==> src/rtl/core/ctls_pkg.sv <==
// ----------------------------------------------------------------------------
// ctls_pkg
// Types, token kinds and character-class helpers for the token scanner.
// ----------------------------------------------------------------------------
package ctls_pkg;

   localparam int MAX_COMMENT_DEPTH = 255;
   localparam int DEPTH_W = $clog2(MAX_COMMENT_DEPTH + 1);
   localparam int LEN_W = 16;
   localparam int OFS_W = 16;
   localparam int KIND_W = 6;
   localparam int RES_PER_ITEM = 3;
   localparam int RES_IDX_W = 2;
   localparam int QDEPTH = 4;
   localparam int QPTR_W = $clog2(QDEPTH);
   localparam int QCNT_W = $clog2(QDEPTH + 1);
   localparam int RSP_DATA_W = 40;

   typedef logic [KIND_W-1:0] kind_type;

   localparam kind_type K_EOF         = 6'd0;
   localparam kind_type K_IDENT       = 6'd1;
   localparam kind_type K_INT         = 6'd2;
   localparam kind_type K_FLOAT       = 6'd3;
   localparam kind_type K_TILDE       = 6'd4;
   localparam kind_type K_STAR        = 6'd5;
   localparam kind_type K_PERCENT     = 6'd6;
   localparam kind_type K_CARET       = 6'd7;
   localparam kind_type K_COMMA       = 6'd8;
   localparam kind_type K_QUEST       = 6'd9;
   localparam kind_type K_COLON       = 6'd10;
   localparam kind_type K_SEMI        = 6'd11;
   localparam kind_type K_LPAREN      = 6'd12;
   localparam kind_type K_RPAREN      = 6'd13;
   localparam kind_type K_LBRACE      = 6'd14;
   localparam kind_type K_RBRACE      = 6'd15;
   localparam kind_type K_DEC         = 6'd16;
   localparam kind_type K_MINUS       = 6'd17;
   localparam kind_type K_INC         = 6'd18;
   localparam kind_type K_PLUS        = 6'd19;
   localparam kind_type K_NE          = 6'd20;
   localparam kind_type K_NOT         = 6'd21;
   localparam kind_type K_EQ          = 6'd22;
   localparam kind_type K_ASSIGN      = 6'd23;
   localparam kind_type K_LOR         = 6'd24;
   localparam kind_type K_BOR         = 6'd25;
   localparam kind_type K_LAND        = 6'd26;
   localparam kind_type K_BAND        = 6'd27;
   localparam kind_type K_DIV         = 6'd28;
   localparam kind_type K_LE          = 6'd29;
   localparam kind_type K_SHL         = 6'd30;
   localparam kind_type K_LT          = 6'd31;
   localparam kind_type K_GE          = 6'd32;
   localparam kind_type K_SHR         = 6'd33;
   localparam kind_type K_GT          = 6'd34;
   localparam kind_type K_ERR_COMMENT = 6'd35;
   localparam kind_type K_ERR_EXP     = 6'd36;
   localparam kind_type K_ERR_CHAR    = 6'd37;
   localparam kind_type K_NONE        = 6'd0;

   typedef enum logic [3:0] {
      M_IDLE     = 4'd0,
      M_IDENT    = 4'd1,
      M_INT      = 4'd2,
      M_ZERO     = 4'd3,
      M_FRAC     = 4'd4,
      M_EXP_E    = 4'd5,
      M_EXP_BODY = 4'd6,
      M_OP       = 4'd7,
      M_LINE     = 4'd8,
      M_BLOCK    = 4'd9
   } mode_type;

   typedef struct packed {
      mode_type           mode;
      logic [OFS_W-1:0]   token_start;
      logic [LEN_W-1:0]   pending_length;
      logic [OFS_W-1:0]   byte_offset;
      logic [DEPTH_W-1:0] comment_depth;
      logic               exp_seen;
      logic [7:0]         held_char;
   } scan_state_type;

   typedef struct packed {
      logic [LEN_W-1:0] length;
      logic [OFS_W-1:0] start;
      kind_type         kind;
   } result_type;

   typedef struct packed {
      logic [RES_IDX_W-1:0]         count;
      result_type [RES_PER_ITEM-1:0] res;
   } group_type;

   function automatic logic is_digit(logic [7:0] c);
      return (c >= "0") && (c <= "9");
   endfunction

   function automatic logic is_head(logic [7:0] c);
      return (c == "_") || ((c >= "A") && (c <= "Z")) || ((c >= "a") && (c <= "z"));
   endfunction

   function automatic logic is_space(logic [7:0] c);
      return (c == 8'h20) || (c == 8'h09) || (c == 8'h0a) || (c == 8'h0d) ||
             (c == 8'h0b) || (c == 8'h0c);
   endfunction

   function automatic logic [LEN_W-1:0] grow(logic [LEN_W-1:0] x);
      return (x != '1) ? x + 1'b1 : x;
   endfunction

   function automatic kind_type single_kind(logic [7:0] c);
      kind_type k;
      case (c)
         "~":     k = K_TILDE;
         "*":     k = K_STAR;
         "%":     k = K_PERCENT;
         "^":     k = K_CARET;
         ",":     k = K_COMMA;
         "?":     k = K_QUEST;
         ":":     k = K_COLON;
         ";":     k = K_SEMI;
         "(":     k = K_LPAREN;
         ")":     k = K_RPAREN;
         "{":     k = K_LBRACE;
         "}":     k = K_RBRACE;
         default: k = K_NONE;
      endcase
      return k;
   endfunction

   // two-character operator completed by c, else K_NONE
   function automatic kind_type pair_kind(logic [7:0] first, logic [7:0] c);
      kind_type k;
      k = K_NONE;
      case (first)
         "-": if (c == "-") k = K_DEC;
         "+": if (c == "+") k = K_INC;
         "!": if (c == "=") k = K_NE;
         "=": if (c == "=") k = K_EQ;
         "|": if (c == "|") k = K_LOR;
         "&": if (c == "&") k = K_LAND;
         "<": begin
            if (c == "=") k = K_LE;
            else if (c == "<") k = K_SHL;
         end
         ">": begin
            if (c == "=") k = K_GE;
            else if (c == ">") k = K_SHR;
         end
         default: k = K_NONE;
      endcase
      return k;
   endfunction

   function automatic kind_type lone_kind(logic [7:0] first);
      kind_type k;
      case (first)
         "-":     k = K_MINUS;
         "+":     k = K_PLUS;
         "!":     k = K_NOT;
         "=":     k = K_ASSIGN;
         "|":     k = K_BOR;
         "&":     k = K_BAND;
         "<":     k = K_LT;
         ">":     k = K_GT;
         default: k = K_DIV;
      endcase
      return k;
   endfunction

   // append one result to a group, dropping anything past the third
   function automatic group_type push_res(group_type g, kind_type kind,
                                          logic [OFS_W-1:0] start,
                                          logic [LEN_W-1:0] length);
      group_type r;
      r = g;
      if (32'(g.count) < RES_PER_ITEM) begin
         r.res[g.count].kind   = kind;
         r.res[g.count].start  = start;
         r.res[g.count].length = length;
         r.count = g.count + 1'b1;
      end
      return r;
   endfunction

endpackage

==> src/rtl/core/c_like_token_scanner.sv <==
// ----------------------------------------------------------------------------
// c_like_token_scanner
// Streaming scanner for C-like source text: one byte in, zero to three
// tokens out (kind, start offset, length), tlast on the byte's final token.
// ----------------------------------------------------------------------------
// Path: byte accepted -> input register -> result queue -> output stage.
// Throughput: one byte per cycle while each byte yields at most one token
//   and rsp is not stalled; a byte with n tokens sends n results, buffered
//   by a four-group result queue behind the input register.
// Reset: synchronous, clears scan state, offset, queue and output stage.
module c_like_token_scanner (
   input  logic                              clock,
   input  logic                              reset,
   input  logic                              req_tvalid,
   output logic                              req_tready,
   input  logic [7:0]                        req_tdata,   // [7:0] char_in
   output logic                              rsp_tvalid,
   input  logic                              rsp_tready,
   output logic [ctls_pkg::RSP_DATA_W-1:0]   rsp_tdata,   // [5:0] token_kind,
                                                          // [21:6] start_offset,
                                                          // [37:22] token_length,
                                                          // [39:38] zero
   output logic                              rsp_tlast    // last_of_run
);
   import ctls_pkg::*;

   logic             in_vld_ff, in_vld_in;
   logic [7:0]       in_char_ff, in_char_in;
   scan_state_type   state_ff, state_in;
   scan_state_type   step_state;
   group_type        step_group;
   logic             step_end;
   logic             q_full;
   logic             step_fire;

   ctls_step u_step (
      .state_cur (state_ff),
      .char_in   (in_char_ff),
      .state_nxt (step_state),
      .group     (step_group),
      .at_end    (step_end)
   );

   ctls_queue u_queue (
      .clock      (clock),
      .reset      (reset),
      .push       (step_fire && (step_group.count != '0)),
      .group_in   (step_group),
      .full       (q_full),
      .rsp_tvalid (rsp_tvalid),
      .rsp_tready (rsp_tready),
      .rsp_tdata  (rsp_tdata),
      .rsp_tlast  (rsp_tlast)
   );

   always_comb begin
      step_fire  = in_vld_ff && !q_full;
      req_tready = !in_vld_ff || !q_full;
      in_vld_in  = in_vld_ff;
      in_char_in = in_char_ff;
      if (req_tvalid && req_tready) begin
         in_vld_in  = 1'b1;
         in_char_in = req_tdata;
      end else if (step_fire) begin
         in_vld_in  = 1'b0;
      end
      state_in = step_fire ? step_state : state_ff;
   end

   always_ff @(posedge clock) begin
      if (reset) begin
         in_vld_ff <= 1'b0;
         state_ff  <= '0;
      end else begin
         in_vld_ff <= in_vld_in;
         state_ff  <= state_in;
      end
   end

   always_ff @(posedge clock) begin
      in_char_ff <= in_char_in;
   end

   // a block comment always has at least one open level
   a_block_depth: assert property (@(posedge clock) disable iff (reset)
      (state_ff.mode == M_BLOCK) |-> (state_ff.comment_depth != '0))
      else $error("block comment with zero depth");

   // any token in progress has a nonzero length
   a_pending_len: assert property (@(posedge clock) disable iff (reset)
      (state_ff.mode != M_IDLE) |-> (state_ff.pending_length != '0))
      else $error("token in progress with zero length");

   // end of text restarts offsets at zero
   a_end_restart: assert property (@(posedge clock) disable iff (reset)
      (step_fire && step_end) |=> (state_ff.byte_offset == '0) &&
                                  (state_ff.mode == M_IDLE))
      else $error("end of text did not restart the scanner");

   // a stalled byte leaves the scan state untouched
   a_stall_hold: assert property (@(posedge clock) disable iff (reset)
      (in_vld_ff && q_full) |=> $stable(state_ff))
      else $error("scan state moved while stalled");

endmodule

==> src/rtl/core/ctls_step.sv <==
// ----------------------------------------------------------------------------
// ctls_step
// Next-state and result logic for one source byte.
// ----------------------------------------------------------------------------
module ctls_step (
   input  ctls_pkg::scan_state_type state_cur,
   input  logic [7:0]               char_in,
   output ctls_pkg::scan_state_type state_nxt,
   output ctls_pkg::group_type      group,
   output logic                     at_end
);
   import ctls_pkg::*;

   always_comb begin
      scan_state_type s;
      group_type      g;
      logic           idle_path;
      logic           done;
      kind_type       k;

      s         = state_cur;
      g         = '0;
      idle_path = 1'b0;
      done      = 1'b0;
      k         = pair_kind(state_cur.held_char, char_in);

      unique case (state_cur.mode)
         M_IDENT: begin
            if (is_head(char_in) || is_digit(char_in)) begin
               s.pending_length = grow(s.pending_length);
            end else begin
               g = push_res(g, K_IDENT, s.token_start, s.pending_length);
               idle_path = 1'b1;
            end
         end
         M_INT, M_ZERO: begin
            if ((state_cur.mode == M_INT) && is_digit(char_in)) begin
               s.pending_length = grow(s.pending_length);
            end else if (char_in == ".") begin
               s.mode = M_FRAC;
               s.pending_length = grow(s.pending_length);
            end else begin
               g = push_res(g, K_INT, s.token_start, s.pending_length);
               idle_path = 1'b1;
            end
         end
         M_FRAC: begin
            if (is_digit(char_in)) begin
               s.pending_length = grow(s.pending_length);
            end else if ((char_in == "e") || (char_in == "E")) begin
               s.mode = M_EXP_E;
               s.exp_seen = 1'b0;
               s.pending_length = grow(s.pending_length);
            end else begin
               s.exp_seen = 1'b1;
               g = push_res(g, K_FLOAT, s.token_start, s.pending_length);
               idle_path = 1'b1;
            end
         end
         M_EXP_E, M_EXP_BODY: begin
            if (is_digit(char_in)) begin
               s.exp_seen = 1'b1;
               s.mode = M_EXP_BODY;
               s.pending_length = grow(s.pending_length);
            end else if ((state_cur.mode == M_EXP_E) &&
                         ((char_in == "+") || (char_in == "-"))) begin
               s.mode = M_EXP_BODY;
               s.pending_length = grow(s.pending_length);
            end else begin
               // missing exponent digits: error points at this byte
               if (!s.exp_seen) g = push_res(g, K_ERR_EXP, s.byte_offset, '0);
               g = push_res(g, K_FLOAT, s.token_start, s.pending_length);
               idle_path = 1'b1;
            end
         end
         M_OP: begin
            if ((state_cur.held_char == "/") && (char_in == "/")) begin
               s.mode = M_LINE;
               s.held_char = '0;
            end else if ((state_cur.held_char == "/") && (char_in == "*")) begin
               s.mode = M_BLOCK;
               s.comment_depth = DEPTH_W'(1);
               s.held_char = '0;
               s.pending_length = grow(s.pending_length);
            end else if (k != K_NONE) begin
               g = push_res(g, k, s.token_start, LEN_W'(2));
               s.mode = M_IDLE;
               s.held_char = '0;
            end else begin
               g = push_res(g, lone_kind(state_cur.held_char), s.token_start, LEN_W'(1));
               s.held_char = '0;
               idle_path = 1'b1;
            end
         end
         M_LINE: begin
            if ((char_in == 8'h0a) || (char_in == 8'h0d)) s.mode = M_IDLE;
            else if (char_in == 8'h00) idle_path = 1'b1;
         end
         M_BLOCK: begin
            if (char_in == 8'h00) begin
               g = push_res(g, K_ERR_COMMENT, s.token_start, s.pending_length);
               idle_path = 1'b1;
            end else begin
               s.pending_length = grow(s.pending_length);
               if ((state_cur.held_char == "/") && (char_in == "*")) begin
                  if (32'(s.comment_depth) < MAX_COMMENT_DEPTH) begin
                     s.comment_depth = s.comment_depth + 1'b1;
                  end
                  s.held_char = '0;
               end else if ((state_cur.held_char == "*") && (char_in == "/")) begin
                  s.held_char = '0;
                  if (s.comment_depth != '0) s.comment_depth = s.comment_depth - 1'b1;
                  if (s.comment_depth == '0) s.mode = M_IDLE;
               end else begin
                  s.held_char = ((char_in == "/") || (char_in == "*")) ? char_in : 8'h00;
               end
            end
         end
         default: idle_path = 1'b1;
      endcase

      // byte taken as if between tokens
      if (idle_path) begin
         s.mode = M_IDLE;
         if (char_in == 8'h00) begin
            g = push_res(g, K_EOF, s.byte_offset, '0);
            done = 1'b1;
         end else if (is_space(char_in)) begin
            s.mode = M_IDLE;
         end else if (single_kind(char_in) != K_NONE) begin
            g = push_res(g, single_kind(char_in), s.byte_offset, LEN_W'(1));
         end else if ((char_in == "/") || (lone_kind(char_in) != K_DIV)) begin
            s.mode = M_OP;
            s.token_start = s.byte_offset;
            s.pending_length = LEN_W'(1);
            s.held_char = char_in;
         end else if (char_in == "0") begin
            s.mode = M_ZERO;
            s.token_start = s.byte_offset;
            s.pending_length = LEN_W'(1);
         end else if (is_digit(char_in)) begin
            s.mode = M_INT;
            s.token_start = s.byte_offset;
            s.pending_length = LEN_W'(1);
         end else if (is_head(char_in)) begin
            s.mode = M_IDENT;
            s.token_start = s.byte_offset;
            s.pending_length = LEN_W'(1);
         end else begin
            g = push_res(g, K_ERR_CHAR, s.byte_offset, LEN_W'(1));
         end
      end

      if (done) begin
         s = '0;
         s.mode = M_IDLE;
      end else begin
         s.byte_offset = s.byte_offset + 1'b1;
      end

      state_nxt = s;
      group     = g;
      at_end    = done;
   end

endmodule

==> src/rtl/core/ctls_queue.sv <==
// ----------------------------------------------------------------------------
// ctls_queue
// Queue of per-byte result groups, drained one result per cycle into a
// registered output stage while that stage is not stalled by rsp_tready.
// ----------------------------------------------------------------------------
module ctls_queue (
   input  logic                                clock,
   input  logic                                reset,
   input  logic                                push,
   input  ctls_pkg::group_type                 group_in,
   output logic                                full,
   output logic                                rsp_tvalid,
   input  logic                                rsp_tready,
   output logic [ctls_pkg::RSP_DATA_W-1:0]     rsp_tdata,
   output logic                                rsp_tlast
);
   import ctls_pkg::*;

   group_type              mem_ff [QDEPTH];
   logic [QPTR_W-1:0]      wr_ptr_ff, wr_ptr_in;
   logic [QPTR_W-1:0]      rd_ptr_ff, rd_ptr_in;
   logic [QCNT_W-1:0]      cnt_ff, cnt_in;
   logic [RES_IDX_W-1:0]   sub_ff, sub_in;
   logic                   out_vld_ff, out_vld_in;
   result_type             out_res_ff, out_res_in;
   logic                   out_last_ff, out_last_in;

   group_type              head;
   result_type             sel;
   logic                   load;
   logic                   head_last;
   logic                   pop;

   always_comb begin
      head      = mem_ff[rd_ptr_ff];
      sel       = head.res[sub_ff];
      head_last = (sub_ff == (head.count - 1'b1));
      load      = (cnt_ff != '0) && (!out_vld_ff || rsp_tready);
      pop       = load && head_last;
      full      = (cnt_ff == QCNT_W'(QDEPTH));

      wr_ptr_in = push ? wr_ptr_ff + 1'b1 : wr_ptr_ff;
      rd_ptr_in = pop ? rd_ptr_ff + 1'b1 : rd_ptr_ff;
      cnt_in    = cnt_ff + QCNT_W'(push) - QCNT_W'(pop);
      sub_in    = sub_ff;
      if (load) sub_in = head_last ? '0 : sub_ff + 1'b1;

      out_vld_in  = out_vld_ff;
      out_res_in  = out_res_ff;
      out_last_in = out_last_ff;
      if (load) begin
         out_vld_in  = 1'b1;
         out_res_in  = sel;
         out_last_in = head_last;
      end else if (rsp_tready) begin
         out_vld_in  = 1'b0;
      end
   end

   always_ff @(posedge clock) begin
      if (reset) begin
         wr_ptr_ff  <= '0;
         rd_ptr_ff  <= '0;
         cnt_ff     <= '0;
         sub_ff     <= '0;
         out_vld_ff <= 1'b0;
      end else begin
         wr_ptr_ff  <= wr_ptr_in;
         rd_ptr_ff  <= rd_ptr_in;
         cnt_ff     <= cnt_in;
         sub_ff     <= sub_in;
         out_vld_ff <= out_vld_in;
      end
   end

   always_ff @(posedge clock) begin
      if (push) mem_ff[wr_ptr_ff] <= group_in;
      out_res_ff  <= out_res_in;
      out_last_ff <= out_last_in;
   end

   assign rsp_tvalid = out_vld_ff;
   assign rsp_tdata  = {{(RSP_DATA_W - LEN_W - OFS_W - KIND_W){1'b0}},
                        out_res_ff.length, out_res_ff.start, out_res_ff.kind};
   assign rsp_tlast  = out_last_ff;

endmodule

==> config.mk <==
export PLATFORM = sky130hd
export DESIGN_NAME = c_like_token_scanner
export DESIGN_NICKNAME = d
export VERILOG_FILES = /design/src/rtl/core/ctls_pkg.sv /design/src/rtl/core/c_like_token_scanner.sv /design/src/rtl/core/ctls_step.sv /design/src/rtl/core/ctls_queue.sv
export SDC_FILE = /design/constraint.sdc
export NUM_CORES = 1
export LEC_CHECK = 0
export BUFFER_PORTS_ARGS = -buffer_cell sky130_fd_sc_hd__buf_4
export CORE_MARGIN = 2
export CORE_UTILIZATION = 65
export DETAILED_ROUTE_END_ITERATION = 16
export GPL_TIMING_DRIVEN = 0
export MAX_ROUTING_LAYER = met4
export PLACE_DENSITY = 0.92
export SLEW_MARGIN = 20
export SYNTH_ARGS = -nofsm -noshare
export SYNTH_HDL_FRONTEND = slang
export SYNTH_HIERARCHICAL = 1
export SYNTH_SLANG_ARGS = --single-unit
==> constraint.sdc <==
create_clock -name clock -period 9.15 [get_ports clock]
set_input_delay 1.83 -clock clock [delete_from_list [all_inputs] [get_ports clock]]
set_output_delay 1.83 -clock clock [all_outputs]
set_load 0.02 [all_outputs]
==> impl_results.md <==
- Most frequent cells in the layout: edfxtp_1 (511), mux4_2 (116), o21ai_0 (114), nand2_1 (103), clkbuf_1 (102)
- Post-synth EDFFs: between 500 and 600
- Initial Utilization: ~66%
- Fmax: between 0.15 and 0.2 GHz
- Dominant cells by area after synthesis: edfxtp_1 (56%), mux4_2 (9.5%), dfxtp_1 (6.0%), nand4bb_1 (3.0%), o21ai_0 (2.1%)
- Drt via density: about 7.2
- Syn. warnings: 6
- Drt wl/cell: between 20 and 30 um
- Hold bufs inserted after CTS: 0
- Most frequent CP cell: clkbuf_1
- Sequential fraction of the synthesis area: 61.90%
- Mapped cell area: between 20000 and 30000 um^2
- CTS buffer count: 55
- H-tree depth: 2
- Post-synth cell types: 96
- GP Congestion: 0.9895
- Via count: between 15000 and 20000
- Antenna-violating nets left: 0
- Post-CTS Setup Repair Bufs: 0
- Post-Synthesis Cells: between 1500 and 2000
- Core area: 41850 um^2
- Global-route wire length before repair: 119900 um
- Post-layout util: 73.04%
- Hold Vio Cnt, Final: 0
- Crit-path cells: clkbuf_1 > clkbuf_1 > o21ai_0 > nand2_1 > o211ai_1 > and2_1 > nand3_1 > clkbuf_1 > clkbuf_1 > o211ai_1 > o21ai_0 > o21a_1 > and2_4 > buf_16 > buf_16
- CP required: between 9 and 10 ns
- Max_cap viols: 0
- Share of layout cells above drive strength 1: between 10% and 20%
- Status: finished, final reports clean
- Final setup fails: 0
- Final instance area: 30570 um^2
- Top cell type's share of synthesized area: ~56%
- DRT Pass-1 Iters: 6
- DRC Markers: 0
- Type of origin of the critical path: register
- Final std cells w/o fill: about 2700
- Vias in the first global route: roughly 19000
- Initial antenna violation count: 2
- IO buf count: 52
- Rows: 75
- Worst slew pin tran: roughly 1 ns
- Leak: about 9.5 nW
- Worst hold path class: register to register
- Most common cell after layout, fill and taps aside: edfxtp_1
- Setup CP Type: register to register
- Post-DP HPWL: just under 50000 um
- WP data arrival: 6.39 ns
- Max FO, Critical Path: 45
- DP Area: between 20000 and 30000 um^2
- Area Growth Syn to Fin: 11.40%
- Final period util: between 60% and 70%
- CTS root buf: clkbuf_16
- Final nets: between 2000 and 2500
- Max-slew violations: 0
- Clock sinks: between 500 and 600
- Fin Hold WS: just under 0.5 ns
- Cells resized by post-CTS repair: 0
- Synth area leader: edfxtp_1
- Placed cells: 2566
- Ports: 55
- Relative slew margins: 31.23%
- Worst-Skew Late Latency: roughly 0.64 ns
- CTS tree: yes
- CP max stage delay: around 0.66 ns
- Final setup TNS: 0 ns
- Global Route Usage Sum: between 30% and 40%
- Avg Cell Area, Syn: about 14 um^2
- Die Area: approximately 44000 um^2
- Setup Skew: 0.03611 ns
- Drt first-iter violations: between 3000 and 4000
- Clk slew on worst S/H paths: about 0.06 ns
- Clock Tree Buf Depth: 3
- Total gr overflow: 0
- Power per cell area: 236.9 nW/um^2
- Unrepaired setup endpoints after global routing: false
- Routed WL: between 70000 and 80000 um
- Die Span X: roughly 210 um
- Synth Flop Type: edfxtp_1
- Ys async rst share: 0%
- Synthesized flop and latch total: approximately 590
- Crit-path slowest cell: clkbuf_1
- Minimum clock period: between 6 and 7 ns
- VDD IR max: 0.1644 mV
- Worst setup EP type: register
- Die Y: about 210 um
- Largest net degree at the start of global routing: 49
[cells in the mapped netlist (all sizes together), types with 5 or more instances]
cell       n
edfxtp   511
o21ai    177
mux4     116
nand2    103
clkbuf    94
dfxtp     82
nor2      80
nand2b    78
buf       73
nand4bb   73
a21oi     66
nand3     51
mux2i     45
and2      44
nor3      37
a22o      32
nor2b     32
inv       21
and3      18
xnor2     14
o211ai    13
xor2      12
ha        11
nand4     11
a211oi     9
mux2       9
nor3b      9
or3        9
nor4b      8
a31oi      6
nor4       6
o31ai      6
or4b       6
a221oi     5
nand4b     5
o22ai      5
or2        5
or4        5
[final timing paths]
path | start | endpoint | slack, ns | cells after the start
min reg2reg | state_ff[19] | state_ff[19] | 0.49 | 2
max reg2reg | in_char_ff[3] | u_queue/mem_ff[2][47] | 3.04 | 15
max | in_char_ff[3] | u_queue/mem_ff[2][47] | 3.04 | 15
min | state_ff[19] | state_ff[19] | 0.49 | 2
[worst max-delay path: cells and delay by family, from the launching register on]
kind / cells / cell delay, ns
AO/OA/AOI/OAI: 5 / 1.48
flip-flops: 1 / 0.31
AND/OR/NAND/NOR: 4 / 1.41
buffers and inverters: 6 / 2.49
[metrics by stage]
step                      total power, W  setup WS, ns
after floorplan                 0.004361         2.874
after global placement          0.004796       0.02782
after detailed placement        0.004890         3.329
after CTS                       0.007206         3.294
after global routing            0.007407         2.859
final                           0.007242         3.043
[flip-flops by register name, indices dropped and copies added (netlist names), named ones only]
name                cells
u_queue/sub_ff          2
u_queue/mem_ff        464
u_queue/rsp_tlast       1
u_queue/rd_ptr_ff       2
in_char_ff              8
u_queue/wr_ptr_ff       2
u_queue/rsp_tvalid      1
u_queue/rsp_tdata      38
state_ff               69
u_queue/cnt_ff          3
in_vld_ff               1
[per-layer routing]
| metal | part of all wire, % | track usage (%) |
|---|---|---|
| met5 | 0 | - |
| met4 | 5.5 | 16.78 |
| met3 | 13 | 8.843 |
| met2 | 47 | 58.98 |
| met1 | 34 | 47.99 |
[report_power, final]
part           internal (W)  switching (W)  total [W]  leakage [nW]
Clock               0.00126        0.00104    0.00230         0.855
Sequential          0.00320      0.0000893    0.00329          5.11
Combinational      0.000660       0.000994    0.00165          3.52
Total               0.00512        0.00212    0.00724          9.48
[logic make-up (layout without fill, tap and decap cells)]
family / count (synthesis) / count (layout) / synth area share, %
compound gates: 362 / 362 / 8.239
xor+xnor: 26 / 26 / 0.8298
fa+ha+maj: 12 / 12 / 0.5745
buf+inv: 188 / 350 / 3.237
flops: 593 / 593 / 61.90
mux: 170 / 170 / 11.54
other cells: 2 / 20 / 0.02737
simple gates: 596 / 596 / 13.65
[layout make-up]
| class | instances | area (um^2) |
|---|---|---|
| repair buffers | 61 | 608.1 |
| well taps | 539 | 674.4 |
| flip-flops and latches | 593 | 16990 |
| plain buffers | 167 | 809.5 |
| inverters | 21 | 78.83 |
| clock inverters | 30 | 324.1 |
| fillers | 2369 | 11280 |
| diodes | 1 | 2.502 |
| multi-input cells | 1185 | 9641 |
| clock buffers | 71 | 1446 |
Power figures use the tool's default switching activity.
